===== src/sv/npod_pkg.sv =====
// Shared types and constants for the nearest point octant direction unit.
package npod_pkg;

  // Q16 scale and tan(22.5 deg) in Q16.
  localparam int unsigned Q16_SHIFT = 16;
  localparam int unsigned TAN_BITS = 15;
  localparam logic [TAN_BITS-1:0] TAN_Q16 = 15'd27146;

  typedef enum logic [3:0] {
    DIR_NONE       = 4'd0,
    DIR_UP         = 4'd1,
    DIR_DOWN       = 4'd2,
    DIR_LEFT       = 4'd3,
    DIR_RIGHT      = 4'd4,
    DIR_UP_LEFT    = 4'd5,
    DIR_UP_RIGHT   = 4'd6,
    DIR_DOWN_LEFT  = 4'd7,
    DIR_DOWN_RIGHT = 4'd8
  } dir_t;

  localparam logic [1:0] KIND_PLAYERS = 2'd1;

  // Classification of one queued item.
  typedef struct packed {
    logic list_empty;
    logic last_point;
    logic use_point;
  } item_ctl_t;

endpackage


===== src/sv/npod_front.sv =====
// Front end: classifies an incoming item and computes its offset and squared distance.
module npod_front import npod_pkg::*; #(
  parameter int COORD_BITS = 10
) (
  input  logic [1:0]              target_kind,
  input  logic [COORD_BITS-1:0]   query_x,
  input  logic [COORD_BITS-1:0]   query_y,
  input  logic [COORD_BITS-1:0]   point_x,
  input  logic [COORD_BITS-1:0]   point_y,
  input  logic                    is_self,
  input  logic                    list_empty,
  input  logic                    last_point,
  output item_ctl_t               ctl,
  output logic [2*COORD_BITS:0]   dist_sq,
  output logic signed [COORD_BITS:0] dx,
  output logic signed [COORD_BITS:0] dy
);

  logic [COORD_BITS:0]     neg_dx;
  logic [COORD_BITS:0]     neg_dy;
  logic [COORD_BITS-1:0]   ax;
  logic [COORD_BITS-1:0]   ay;
  logic [2*COORD_BITS-1:0] sq_x;
  logic [2*COORD_BITS-1:0] sq_y;

  always_comb begin
    dx = $signed({1'b0, point_x}) - $signed({1'b0, query_x});
    dy = $signed({1'b0, point_y}) - $signed({1'b0, query_y});
    neg_dx = -dx;
    neg_dy = -dy;
    ax = dx[COORD_BITS] ? neg_dx[COORD_BITS-1:0] : dx[COORD_BITS-1:0];
    ay = dy[COORD_BITS] ? neg_dy[COORD_BITS-1:0] : dy[COORD_BITS-1:0];
    sq_x = ax * ax;
    sq_y = ay * ay;
    dist_sq = {1'b0, sq_x} + {1'b0, sq_y};
    ctl.list_empty = list_empty;
    ctl.last_point = last_point;
    // Self entries drop out only when the query looks for players.
    ctl.use_point = !list_empty && !(target_kind == KIND_PLAYERS && is_self);
  end

endmodule


===== src/sv/npod_queue.sv =====
// Small register FIFO that decouples the front end from the back end.
module npod_queue #(
  parameter int WIDTH = 8,
  parameter int DEPTH = 2
) (
  input  logic             clk,
  input  logic             rst,
  input  logic             push,
  input  logic [WIDTH-1:0] push_data,
  output logic             full,
  input  logic             pop,
  output logic [WIDTH-1:0] pop_data,
  output logic             not_empty
);

  localparam int PTR_BITS = (DEPTH > 1) ? $clog2(DEPTH) : 1;
  localparam int CNT_BITS = $clog2(DEPTH + 1);
  localparam logic [PTR_BITS-1:0] LAST_PTR = PTR_BITS'(DEPTH - 1);
  localparam logic [CNT_BITS-1:0] FULL_CNT = CNT_BITS'(DEPTH);

  logic [WIDTH-1:0]    mem [DEPTH];
  logic [PTR_BITS-1:0] wr_ptr;
  logic [PTR_BITS-1:0] rd_ptr;
  logic [CNT_BITS-1:0] count;
  logic                do_push;
  logic                do_pop;

  assign full      = (count == FULL_CNT);
  assign not_empty = (count != '0);
  assign do_push   = push && !full;
  assign do_pop    = pop && not_empty;
  assign pop_data  = mem[rd_ptr];

  always_ff @(posedge clk) begin
    if (do_push) begin
      mem[wr_ptr] <= push_data;
    end
  end

  always_ff @(posedge clk) begin
    if (rst) begin
      wr_ptr <= '0;
      rd_ptr <= '0;
      count  <= '0;
    end else begin
      if (do_push) begin
        wr_ptr <= (wr_ptr == LAST_PTR) ? '0 : wr_ptr + 1'b1;
      end
      if (do_pop) begin
        rd_ptr <= (rd_ptr == LAST_PTR) ? '0 : rd_ptr + 1'b1;
      end
      if (do_push && !do_pop) begin
        count <= count + 1'b1;
      end else if (do_pop && !do_push) begin
        count <= count - 1'b1;
      end
    end
  end

endmodule


===== src/sv/npod_back.sv =====
// Back end: keeps the nearest point of a query and turns its offset into a direction.
module npod_back import npod_pkg::*; #(
  parameter int COORD_BITS = 10
) (
  input  logic                       clk,
  input  logic                       rst,
  input  logic                       q_valid,
  output logic                       q_pop,
  input  item_ctl_t                  q_ctl,
  input  logic [2*COORD_BITS:0]      q_dist_sq,
  input  logic signed [COORD_BITS:0] q_dx,
  input  logic signed [COORD_BITS:0] q_dy,
  output logic                       out_valid,
  input  logic                       out_ready,
  output logic [3:0]                 direction
);

  localparam int PW = COORD_BITS + Q16_SHIFT;

  // Running best of the open query.
  logic [2*COORD_BITS:0]      best_d;
  logic signed [COORD_BITS:0] best_dx;
  logic signed [COORD_BITS:0] best_dy;
  logic                       have_best;

  // Finished query waiting for its direction.
  logic                       b_valid;
  logic                       b_have;
  logic signed [COORD_BITS:0] b_dx;
  logic signed [COORD_BITS:0] b_dy;

  logic                       take;
  logic                       ending;
  logic                       out_space;
  logic                       b_fire;
  logic                       b_accept;
  logic signed [COORD_BITS:0] cur_dx;
  logic signed [COORD_BITS:0] cur_dy;

  logic [COORD_BITS:0]        neg_dx;
  logic [COORD_BITS:0]        neg_dy;
  logic [COORD_BITS-1:0]      ax;
  logic [COORD_BITS-1:0]      ay;
  logic [PW-1:0]              x_sc;
  logic [PW-1:0]              y_sc;
  logic [PW-1:0]              x_tn;
  logic [PW-1:0]              y_tn;
  logic                       dx_pos;
  logic                       dx_neg;
  logic                       dy_pos;
  logic                       dy_neg;
  dir_t                       dir;

  assign out_space = !out_valid || out_ready;
  assign b_fire    = b_valid && out_space;
  assign b_accept  = !b_valid || out_space;
  assign q_pop     = q_valid && b_accept;
  assign ending    = q_ctl.list_empty || q_ctl.last_point;
  assign take      = q_ctl.use_point && (!have_best || q_dist_sq < best_d);
  assign cur_dx    = take ? q_dx : best_dx;
  assign cur_dy    = take ? q_dy : best_dy;

  always_ff @(posedge clk) begin
    if (rst) begin
      best_d    <= '1;
      best_dx   <= '0;
      best_dy   <= '0;
      have_best <= 1'b0;
    end else if (q_pop) begin
      if (ending) begin
        best_d    <= '1;
        best_dx   <= '0;
        best_dy   <= '0;
        have_best <= 1'b0;
      end else if (take) begin
        best_d    <= q_dist_sq;
        best_dx   <= q_dx;
        best_dy   <= q_dy;
        have_best <= 1'b1;
      end
    end
  end

  always_ff @(posedge clk) begin
    if (rst) begin
      b_valid <= 1'b0;
    end else if (q_pop && ending) begin
      b_valid <= 1'b1;
    end else if (b_fire) begin
      b_valid <= 1'b0;
    end
  end

  always_ff @(posedge clk) begin
    if (q_pop && ending) begin
      b_have <= !q_ctl.list_empty && (have_best || take);
      b_dx   <= cur_dx;
      b_dy   <= cur_dy;
    end
  end

  // Sector borders: compare |dy|*65536 against |dx|*tan(22.5) and the converse.
  always_comb begin
    neg_dx = -b_dx;
    neg_dy = -b_dy;
    ax = b_dx[COORD_BITS] ? neg_dx[COORD_BITS-1:0] : b_dx[COORD_BITS-1:0];
    ay = b_dy[COORD_BITS] ? neg_dy[COORD_BITS-1:0] : b_dy[COORD_BITS-1:0];
    x_sc = {ax, {Q16_SHIFT{1'b0}}};
    y_sc = {ay, {Q16_SHIFT{1'b0}}};
    x_tn = PW'(ax) * PW'(TAN_Q16);
    y_tn = PW'(ay) * PW'(TAN_Q16);
    dx_neg = b_dx[COORD_BITS];
    dy_neg = b_dy[COORD_BITS];
    dx_pos = !dx_neg && (b_dx != '0);
    dy_pos = !dy_neg && (b_dy != '0);

    if (!b_have) begin
      dir = DIR_NONE;
    end else if (b_dx == '0 && b_dy == '0) begin
      dir = DIR_RIGHT;
    end else if (dx_pos && !dy_neg) begin
      if (y_sc < x_tn) dir = DIR_RIGHT;
      else if (x_sc <= y_tn) dir = DIR_DOWN;
      else dir = DIR_DOWN_RIGHT;
    end else if (!dx_pos && dy_pos) begin
      if (x_sc < y_tn) dir = DIR_DOWN;
      else if (y_sc <= x_tn) dir = DIR_LEFT;
      else dir = DIR_DOWN_LEFT;
    end else if (dx_neg && !dy_pos) begin
      if (y_sc < x_tn) dir = DIR_LEFT;
      else if (x_sc <= y_tn) dir = DIR_UP;
      else dir = DIR_UP_LEFT;
    end else begin
      if (x_sc < y_tn) dir = DIR_UP;
      else if (y_sc <= x_tn) dir = DIR_RIGHT;
      else dir = DIR_UP_RIGHT;
    end
  end

  always_ff @(posedge clk) begin
    if (rst) begin
      out_valid <= 1'b0;
    end else if (b_fire) begin
      out_valid <= 1'b1;
    end else if (out_ready) begin
      out_valid <= 1'b0;
    end
  end

  always_ff @(posedge clk) begin
    if (b_fire) begin
      direction <= dir;
    end
  end

  a_clear_after_end: assert property (@(posedge clk) disable iff (rst)
    (q_pop && ending) |=> (!have_best && best_d == '1))
    else $error("best state not cleared after an ending item");

  a_empty_best_is_max: assert property (@(posedge clk) disable iff (rst)
    !have_best |-> (best_d == '1 && best_dx == '0 && best_dy == '0))
    else $error("best state holds data without a kept point");

  a_no_pop_when_blocked: assert property (@(posedge clk) disable iff (rst)
    (b_valid && out_valid && !out_ready) |-> !q_pop)
    else $error("queue popped while the finished stage is blocked");

  a_dir_in_range: assert property (@(posedge clk) disable iff (rst)
    out_valid |-> (direction <= DIR_DOWN_RIGHT))
    else $error("direction code out of range");

endmodule


===== src/sv/nearest_point_octant_direction_unit.sv =====
// Top level of the nearest point octant direction unit.
// Throughput: one item per cycle while the output keeps up; the back end stops popping while the output stalls.
// The result of an ending item passes from the queue through the back end into the finished register,
// then into the direction register.
// The two-entry queue lets the input keep flowing while the output stalls briefly.
// Reset (rst, synchronous) empties the queue, clears the open query and drops out_valid.
module nearest_point_octant_direction_unit import npod_pkg::*; #(
  parameter int COORD_BITS = 10
) (
  input  logic                  clk,
  input  logic                  rst,
  input  logic                  in_valid,
  output logic                  in_ready,
  input  logic [1:0]            target_kind,
  input  logic [COORD_BITS-1:0] query_x,
  input  logic [COORD_BITS-1:0] query_y,
  input  logic [COORD_BITS-1:0] point_x,
  input  logic [COORD_BITS-1:0] point_y,
  input  logic                  is_self,
  input  logic                  list_empty,
  input  logic                  last_point,
  output logic                  out_valid,
  input  logic                  out_ready,
  output logic [3:0]            direction
);

  localparam int CTL_W   = $bits(item_ctl_t);
  localparam int DIST_W  = 2 * COORD_BITS + 1;
  localparam int OFF_W   = COORD_BITS + 1;
  localparam int ENTRY_W = CTL_W + DIST_W + 2 * OFF_W;

  item_ctl_t                  f_ctl;
  logic [DIST_W-1:0]          f_dist_sq;
  logic signed [OFF_W-1:0]    f_dx;
  logic signed [OFF_W-1:0]    f_dy;
  logic [ENTRY_W-1:0]         push_data;
  logic [ENTRY_W-1:0]         pop_data;
  logic                       q_full;
  logic                       q_valid;
  logic                       q_pop;
  item_ctl_t                  q_ctl;
  logic [DIST_W-1:0]          q_dist_sq;
  logic signed [OFF_W-1:0]    q_dx;
  logic signed [OFF_W-1:0]    q_dy;

  npod_front #(.COORD_BITS(COORD_BITS)) u_front (
    .target_kind (target_kind),
    .query_x     (query_x),
    .query_y     (query_y),
    .point_x     (point_x),
    .point_y     (point_y),
    .is_self     (is_self),
    .list_empty  (list_empty),
    .last_point  (last_point),
    .ctl         (f_ctl),
    .dist_sq     (f_dist_sq),
    .dx          (f_dx),
    .dy          (f_dy)
  );

  assign push_data = {f_ctl, f_dist_sq, f_dx, f_dy};
  assign in_ready  = !q_full;

  npod_queue #(.WIDTH(ENTRY_W), .DEPTH(2)) u_queue (
    .clk       (clk),
    .rst       (rst),
    .push      (in_valid),
    .push_data (push_data),
    .full      (q_full),
    .pop       (q_pop),
    .pop_data  (pop_data),
    .not_empty (q_valid)
  );

  assign {q_ctl, q_dist_sq, q_dx, q_dy} = pop_data;

  npod_back #(.COORD_BITS(COORD_BITS)) u_back (
    .clk       (clk),
    .rst       (rst),
    .q_valid   (q_valid),
    .q_pop     (q_pop),
    .q_ctl     (q_ctl),
    .q_dist_sq (q_dist_sq),
    .q_dx      (q_dx),
    .q_dy      (q_dy),
    .out_valid (out_valid),
    .out_ready (out_ready),
    .direction (direction)
  );

endmodule

===== config.mk =====
export PLATFORM = sky130hd
export DESIGN_NAME = nearest_point_octant_direction_unit
export DESIGN_NICKNAME = d
export VERILOG_FILES = /design/src/sv/npod_pkg.sv /design/src/sv/npod_front.sv /design/src/sv/npod_queue.sv /design/src/sv/npod_back.sv /design/src/sv/nearest_point_octant_direction_unit.sv
export SDC_FILE = /design/constraint.sdc
export NUM_CORES = 1
export LEC_CHECK = 0
export ABC_AREA = 1
export BUFFER_PORTS_ARGS = -buffer_cell sky130_fd_sc_hd__buf_2
export CAP_MARGIN = 20
export CORE_UTILIZATION = 43
export DETAILED_ROUTE_END_ITERATION = 16
export SLEW_MARGIN = 40
export SYNTH_ARGS = -nofsm -noshare
export SYNTH_HDL_FRONTEND = slang
export SYNTH_SLANG_ARGS = --single-unit

===== constraint.sdc =====
create_clock -name clk -period 11.4 [get_ports clk]
set_input_delay 1.71 -clock clk [delete_from_list [all_inputs] [get_ports clk]]
set_output_delay 1.71 -clock clk [all_outputs]
set_load 0.02 [all_outputs]

== Word-level counts from Yosys, hierarchy flattened ==
Memory sizes are Yosys's and may differ from the RTL's. A register that Yosys moved wholly into a read port is not among the register bits.
Cells that the tools add are included.
W data, S select, Z words.

* Input port bits: 49
* RAM bits: 92
* Output and inout bits: 6
* Memories kept: 1
* Bits in registers: 77

* Equal/unequal tests: 2
* Muxes and demuxes: 36
* Bitwise operators: 1
* Reductions and logical operators: 46
* $mul: 4
* $lt $le $gt $ge: 5
* Add/sub/neg operators: 11

{| class="wikitable"
|+ Memory list
! memory !! words !! width !! rd ports !! clocked after Yosys merged registers in !! write ports !! line !! RTL
|-
| u_queue.mem || 2 || 46 || 1 || 1 || 1 || npod_queue.sv:21 || <nowiki>logic [WIDTH-1:0] mem [DEPTH];</nowiki>
|}

{| class="wikitable"
|+ Operator list
! operator !! number
|-
| $le A26 B25 Y1 || 2
|-
| $lt A26 B25 Y1 || 2
|-
| $mul A10 B14 Y24 const B || 2
|-
| $mux W11 || 4
|-
| $mux W21 || 2
|-
| $mul A10 B10 Y20 || 2
|-
| $mux W10 || 4
|-
| $neg A10 Y10 || 4
|-
| $mux W4 || 8
|-
| $logic_not A11 Y1 || 2
|-
| $reduce_bool A11 Y1 || 2
|-
| $sub A10 B10 Y11 || 2
|-
| $add A20 B20 Y21 || 1
|-
| $lt A21 B21 Y1 || 1
|-
| $logic_and A1 B1 Y1 || 17
|-
| $logic_not A1 Y1 || 13
|-
| $mux W1 || 12
|-
| $reduce_bool A2 Y1 || 5
|-
| $mux W3 || 3
|-
| $mux W2 || 3
|-
| $logic_or A1 B1 Y1 || 5
|-
| $add A1 B1 Y1 const B || 2
|-
| $add A2 B1 Y2 const B || 1
|-
| $eq A2 B1 Y1 const B || 1
|-
| 5 further kinds || 5
|}

== Longest topological paths before layout ==
* Depth in word-level cells: 10
* Mapped depth: 44
* Depth with buffers taken out: 44

== Modules after synthesis ==
A second synthesis with hierarchy kept.

* Cell total of the unflattened synthesis: 2283
* Area total of the unflattened synthesis: 19830.3 µm²

{| class="wikitable"
|+ Modules (own cells, without submodules)
! module !! cells an instance !! times used !! area an instance (µm²) !! seq. area each (µm²)
|-
| npod_back || 1144 || 1 || 8729.6 || 1731.7
|-
| npod_front || 958 || 1 || 7330.8 || 0.0
|-
| npod_queue || 180 || 1 || 3766.1 || 2862.7
|-
| nearest_point_octant_direction_unit || 1 || 1 || 3.8 || 0.0
|}

== Least setup slack after synthesis ==
OpenSTA, ideal clock, no wires.

* Path kind: input to register
* From: input port point_y[0]
* To: memory u_queue.mem[0][37] in the netlist's numbering, data pin
* Stages: 34
* Data required time: 11131 ps
* Path buffers: 0
* Library setup time: 269 ps
* Slack: 2273 ps
* Arrival time: 8858 ps
* Cell sequence: inv_1 ha_1 inv_1 fa_1 inv_1 ha_1 inv_1 o21ai_0 inv_1 nor2_1 inv_1 fa_1 inv_1 fa_1 inv_1 fa_1 inv_1 fa_1 inv_1 fa_1 inv_1 fa_1 inv_1 fa_1 inv_1 ha_1 a21oi_1 o21ai_0 nand2_1 nand2_1 a21o_1 a21oi_1 o21ai_0 xor2_1

* Longest elaborated chain between the ends: 5

{| class="wikitable"
|+ RTL lines
! what !! line !! RTL
|-
| start: declaration || nearest_point_octant_direction_unit.sv:18 || <nowiki>input logic [COORD_BITS-1:0] point_y,</nowiki>
|-
| $sub A10 B10 Y11 * || npod_front.sv:28 || <nowiki>dy = $signed({1'b0, point_y}) - $signed({1'b0, query_y});</nowiki>
|-
| named net f_dy[1] || nearest_point_octant_direction_unit.sv:35 || <nowiki>logic signed [OFF_W-1:0] f_dy;</nowiki>
|-
| $neg A10 Y10 || npod_front.sv:30 || <nowiki>neg_dy = -dy;</nowiki>
|-
| $mux W10 * || npod_front.sv:32 || <nowiki>ay = dy[COORD_BITS] ? neg_dy[COORD_BITS-1:0] : dy[COORD_BITS-1:0];</nowiki>
|-
| $mul A10 B10 Y20 * || npod_front.sv:34 || <nowiki>sq_y = ay * ay;</nowiki>
|-
| $add A20 B20 Y21 * || npod_front.sv:35 || <nowiki>dist_sq = {1'b0, sq_x} + {1'b0, sq_y};</nowiki>
|-
| named net f_dist_sq[15] || nearest_point_octant_direction_unit.sv:33 || <nowiki>logic [DIST_W-1:0] f_dist_sq;</nowiki>
|-
| end: declaration || npod_queue.sv:21 ||
|}

Mark *: on every way through the listed nets, which the timed path passes. The rest lies on a longest branch.

== Worst setup path after layout ==
* From: input port point_x[0]
* To: memory u_queue.mem[1][37] in the netlist's numbering, data pin

* Longest elaborated chain between the ends: 5

{| class="wikitable"
|+ RTL lines
! what !! line !! RTL
|-
| start: declaration || nearest_point_octant_direction_unit.sv:17 || <nowiki>input logic [COORD_BITS-1:0] point_x,</nowiki>
|-
| $sub A10 B10 Y11 * || npod_front.sv:27 || <nowiki>dx = $signed({1'b0, point_x}) - $signed({1'b0, query_x});</nowiki>
|-
| $neg A10 Y10 || npod_front.sv:29 || <nowiki>neg_dx = -dx;</nowiki>
|-
| $mux W10 * || npod_front.sv:31 || <nowiki>ax = dx[COORD_BITS] ? neg_dx[COORD_BITS-1:0] : dx[COORD_BITS-1:0];</nowiki>
|-
| $mul A10 B10 Y20 * || npod_front.sv:33 || <nowiki>sq_x = ax * ax;</nowiki>
|-
| $add A20 B20 Y21 * || npod_front.sv:35 ||
|-
| named net f_dist_sq[15] || nearest_point_octant_direction_unit.sv:33 ||
|}

Marked as above.

==> impl_metrics.toml <==
[sta]
setup_viol = 0
setup_tns_ps = 0
maxSlewHeadroom = 0.422
hold_viol = 0
fmax_ghz = 0.102
finClkSkew_ps = 10.0
rsz0062_at_grt = "false"
worstMarginPinSlew_ps = 858
slew_viol_final = 0
whs_ps = 459
period_needed_ps = 9800
finalCritPeriodShare = 0.860

[finish]
nNetsFinal = 2808
finish.instance_area_um2 = 20700
layout_common_cells = "468 x inv_1, 438 x nand2_1, 305 x ha_1, 164 x fa_1, 136 x nor2_1"
layout_commonest_cell = "inv_1"
diodes = 0
multi_input_area_um2 = 12600
seqCellArea_um2 = 4600
fillers = 4213
layout-drive-gt1-share = 0.0643
area_growth_pct = 8.60

[hold_path]
hold_path.class = "flop to flop"
whs_path_depth = 1

[detailed_routing]
wirelength_um = 40900
drt_pass1_iterations = 5
wl_per_cell_um = 14.2
ant_nets = 0
vias = 14300
via_per_inst = 4.94
drc = 0
drt_iter0_drc = 618

[synthesis]
syn_nets = 2752
yosys-top-cells-area = "ha_1 20%, edfxtp_1 19%, fa_1 17%"
synth-seq-area-share = 0.241
syn_inst = 2234
syn_avg_cell_area_um2 = 8.53
synth-seq-cells = 170
synth-edff-count = 119
synth_ff_type = "edfxtp_1"
synth_top_area_share = 0.200
async_reset_ff_frac = 0
ys_types = 54
synth-warning-count = 0
netlist_area_um2 = 19100
synth_top_cell_by_area = "ha_1"

[clock_tree]
clk_pin_slew_ps = 70
cts-root-buf = "clkbuf_16"
ctsHoldBuffers = 0
cts_tree = "built"
cts_buffers = 17
h-tree-depth = 4
post_cts_buffers = 0
post_cts_resized = 0
clock_latency_ps = 430
cts.sinks = 170
clockBufferDepth = 2

[global_routing]
antenna_found_initial = 0
track_usage = 0.193
overflow = 0
grt_max_degree = 48
grt_pass1_vias = 14700
grt_pass1_wl_um = 69300

[worst_setup_path]
worstPathArrival_ps = 9980
crit_required_ps = 11580
critPathKind = "input port to flop"
crit_path_max_fanout = 16
slowest_delay_ps = 550
cp-start-kind = "input port"
path_common_cell = "inv_1"
rr_worst_depth = 39
slowest_stage = "fa_1"
endpoint_kind = "flop"

[outcome]
status = "finished, final reports clean"

[floorplan]
core_area_um2 = 43400
pin_count = 55
rows = 76
start_util = 0.440
die_area_um2 = 45200
die_w_um = 213
die_y_um = 213

[flow_run]
max-cap-violations = 0

[placement]
io_buffers = 54
dp_hpwl_um = 34400
place_area_um2 = 20100
place_congestion = 0.935
cell usage after synthesis (all sizes together), types with 4 or more instances:
| cell | count |
|---|---|
| o21a | 5 |
| xor2 | 55 |
| mux2i | 25 |
| or2 | 6 |
| clkbuf | 22 |
| o211ai | 4 |
| nor3 | 24 |
| edfxtp | 119 |
| nand2 | 446 |
| o22ai | 20 |
| xnor2 | 33 |
| nand4 | 22 |
| o21ai | 67 |
| ha | 305 |
| buf | 5 |
| inv | 485 |
| dfxtp | 51 |
| nand3 | 73 |
| o21bai | 7 |
| fa | 164 |
| nand3b | 4 |
| a21oi | 117 |
| nor2 | 142 |
| a21o | 7 |
flip-flops by register name, summed over array words and instances, names as in the netlist, 2 cells and up, named ones only:
name	count
u_back.b_dy	11
u_back.best_dx	11
u_back.direction	4
u_queue.mem	92
u_back.best_d	21
u_back.best_dy	11
u_back.b_dx	11
u_queue.count	2
routing by layer:
layer / wire length, µm / vias up / GRT usage
li1: - / 7237 / -
met1: 17600 / 6811 / 0.229
met2: 21800 / 174 / 0.372
met3: 820 / 43 / 0.0152
met4: 727 / 0 / 0.0496
met5: 0 / - / 0
worst max-delay path, delay by kind of cell:
family / cells / cell delay [ps]
AO/OA/AOI/OAI: 7 / 1590
adder cells (fa/ha/maj): 10 / 4200
AND/OR/NAND/NOR: 9 / 1020
buffers and inverters: 10 / 750
XOR/XNOR: 2 / 690
path summary, 6_finish.rpt:
check / slack (ps) / startpoint / to
setup / recovery: 1600 / point_x[0] / u_queue.mem[1][37]
hold reg to reg: 460 / u_queue.rd_ptr / flop
setup reg to reg: 3800 / u_back.b_dy[0] / u_back.direction[2]
hold / removal: 460 / u_queue.rd_ptr / flop
metrics by stage:
| step | worst slack [ps] | instances | util |
|---|---|---|---|
| global placement | 1420 | 2856 | 0.463 |
| finish | 1600 | 2888 | 0.478 |
| CTS | 1670 | 2888 | 0.477 |
| detailed placement | 1240 | 2856 | 0.463 |
| floorplan | 2270 | 2234 | - |
| global route | 936 | 2888 | 0.478 |
final cells by class:
type                            count  area share
Tap cell                          585      0.0353
Inverter                          485      0.0879
Clock inverter                     14     0.00985
Multi-Input combinational cell   1552       0.608
Timing Repair Buffer               64      0.0167
Sequential cell                   170       0.222
Clock buffer                       18      0.0207
cell families (layout without fill, tap and decap cells):
kind of cell | after synthesis | count (layout) | share of synthesized area
xor gates and xnor gates | 88 | 88 | 0.0440
AOI/OAI and AO/OA | 243 | 243 | 0.0713
and+or+nand+nor | 727 | 727 | 0.157
buffers and inverters | 512 | 581 | 0.101
adders and majority gates | 469 | 469 | 0.372
muxes | 25 | 25 | 0.0131
DFF | 170 | 170 | 0.241
Power is not shown: default switching activity piles up to over one toggle a cycle in this logic, so the estimate is an artifact.
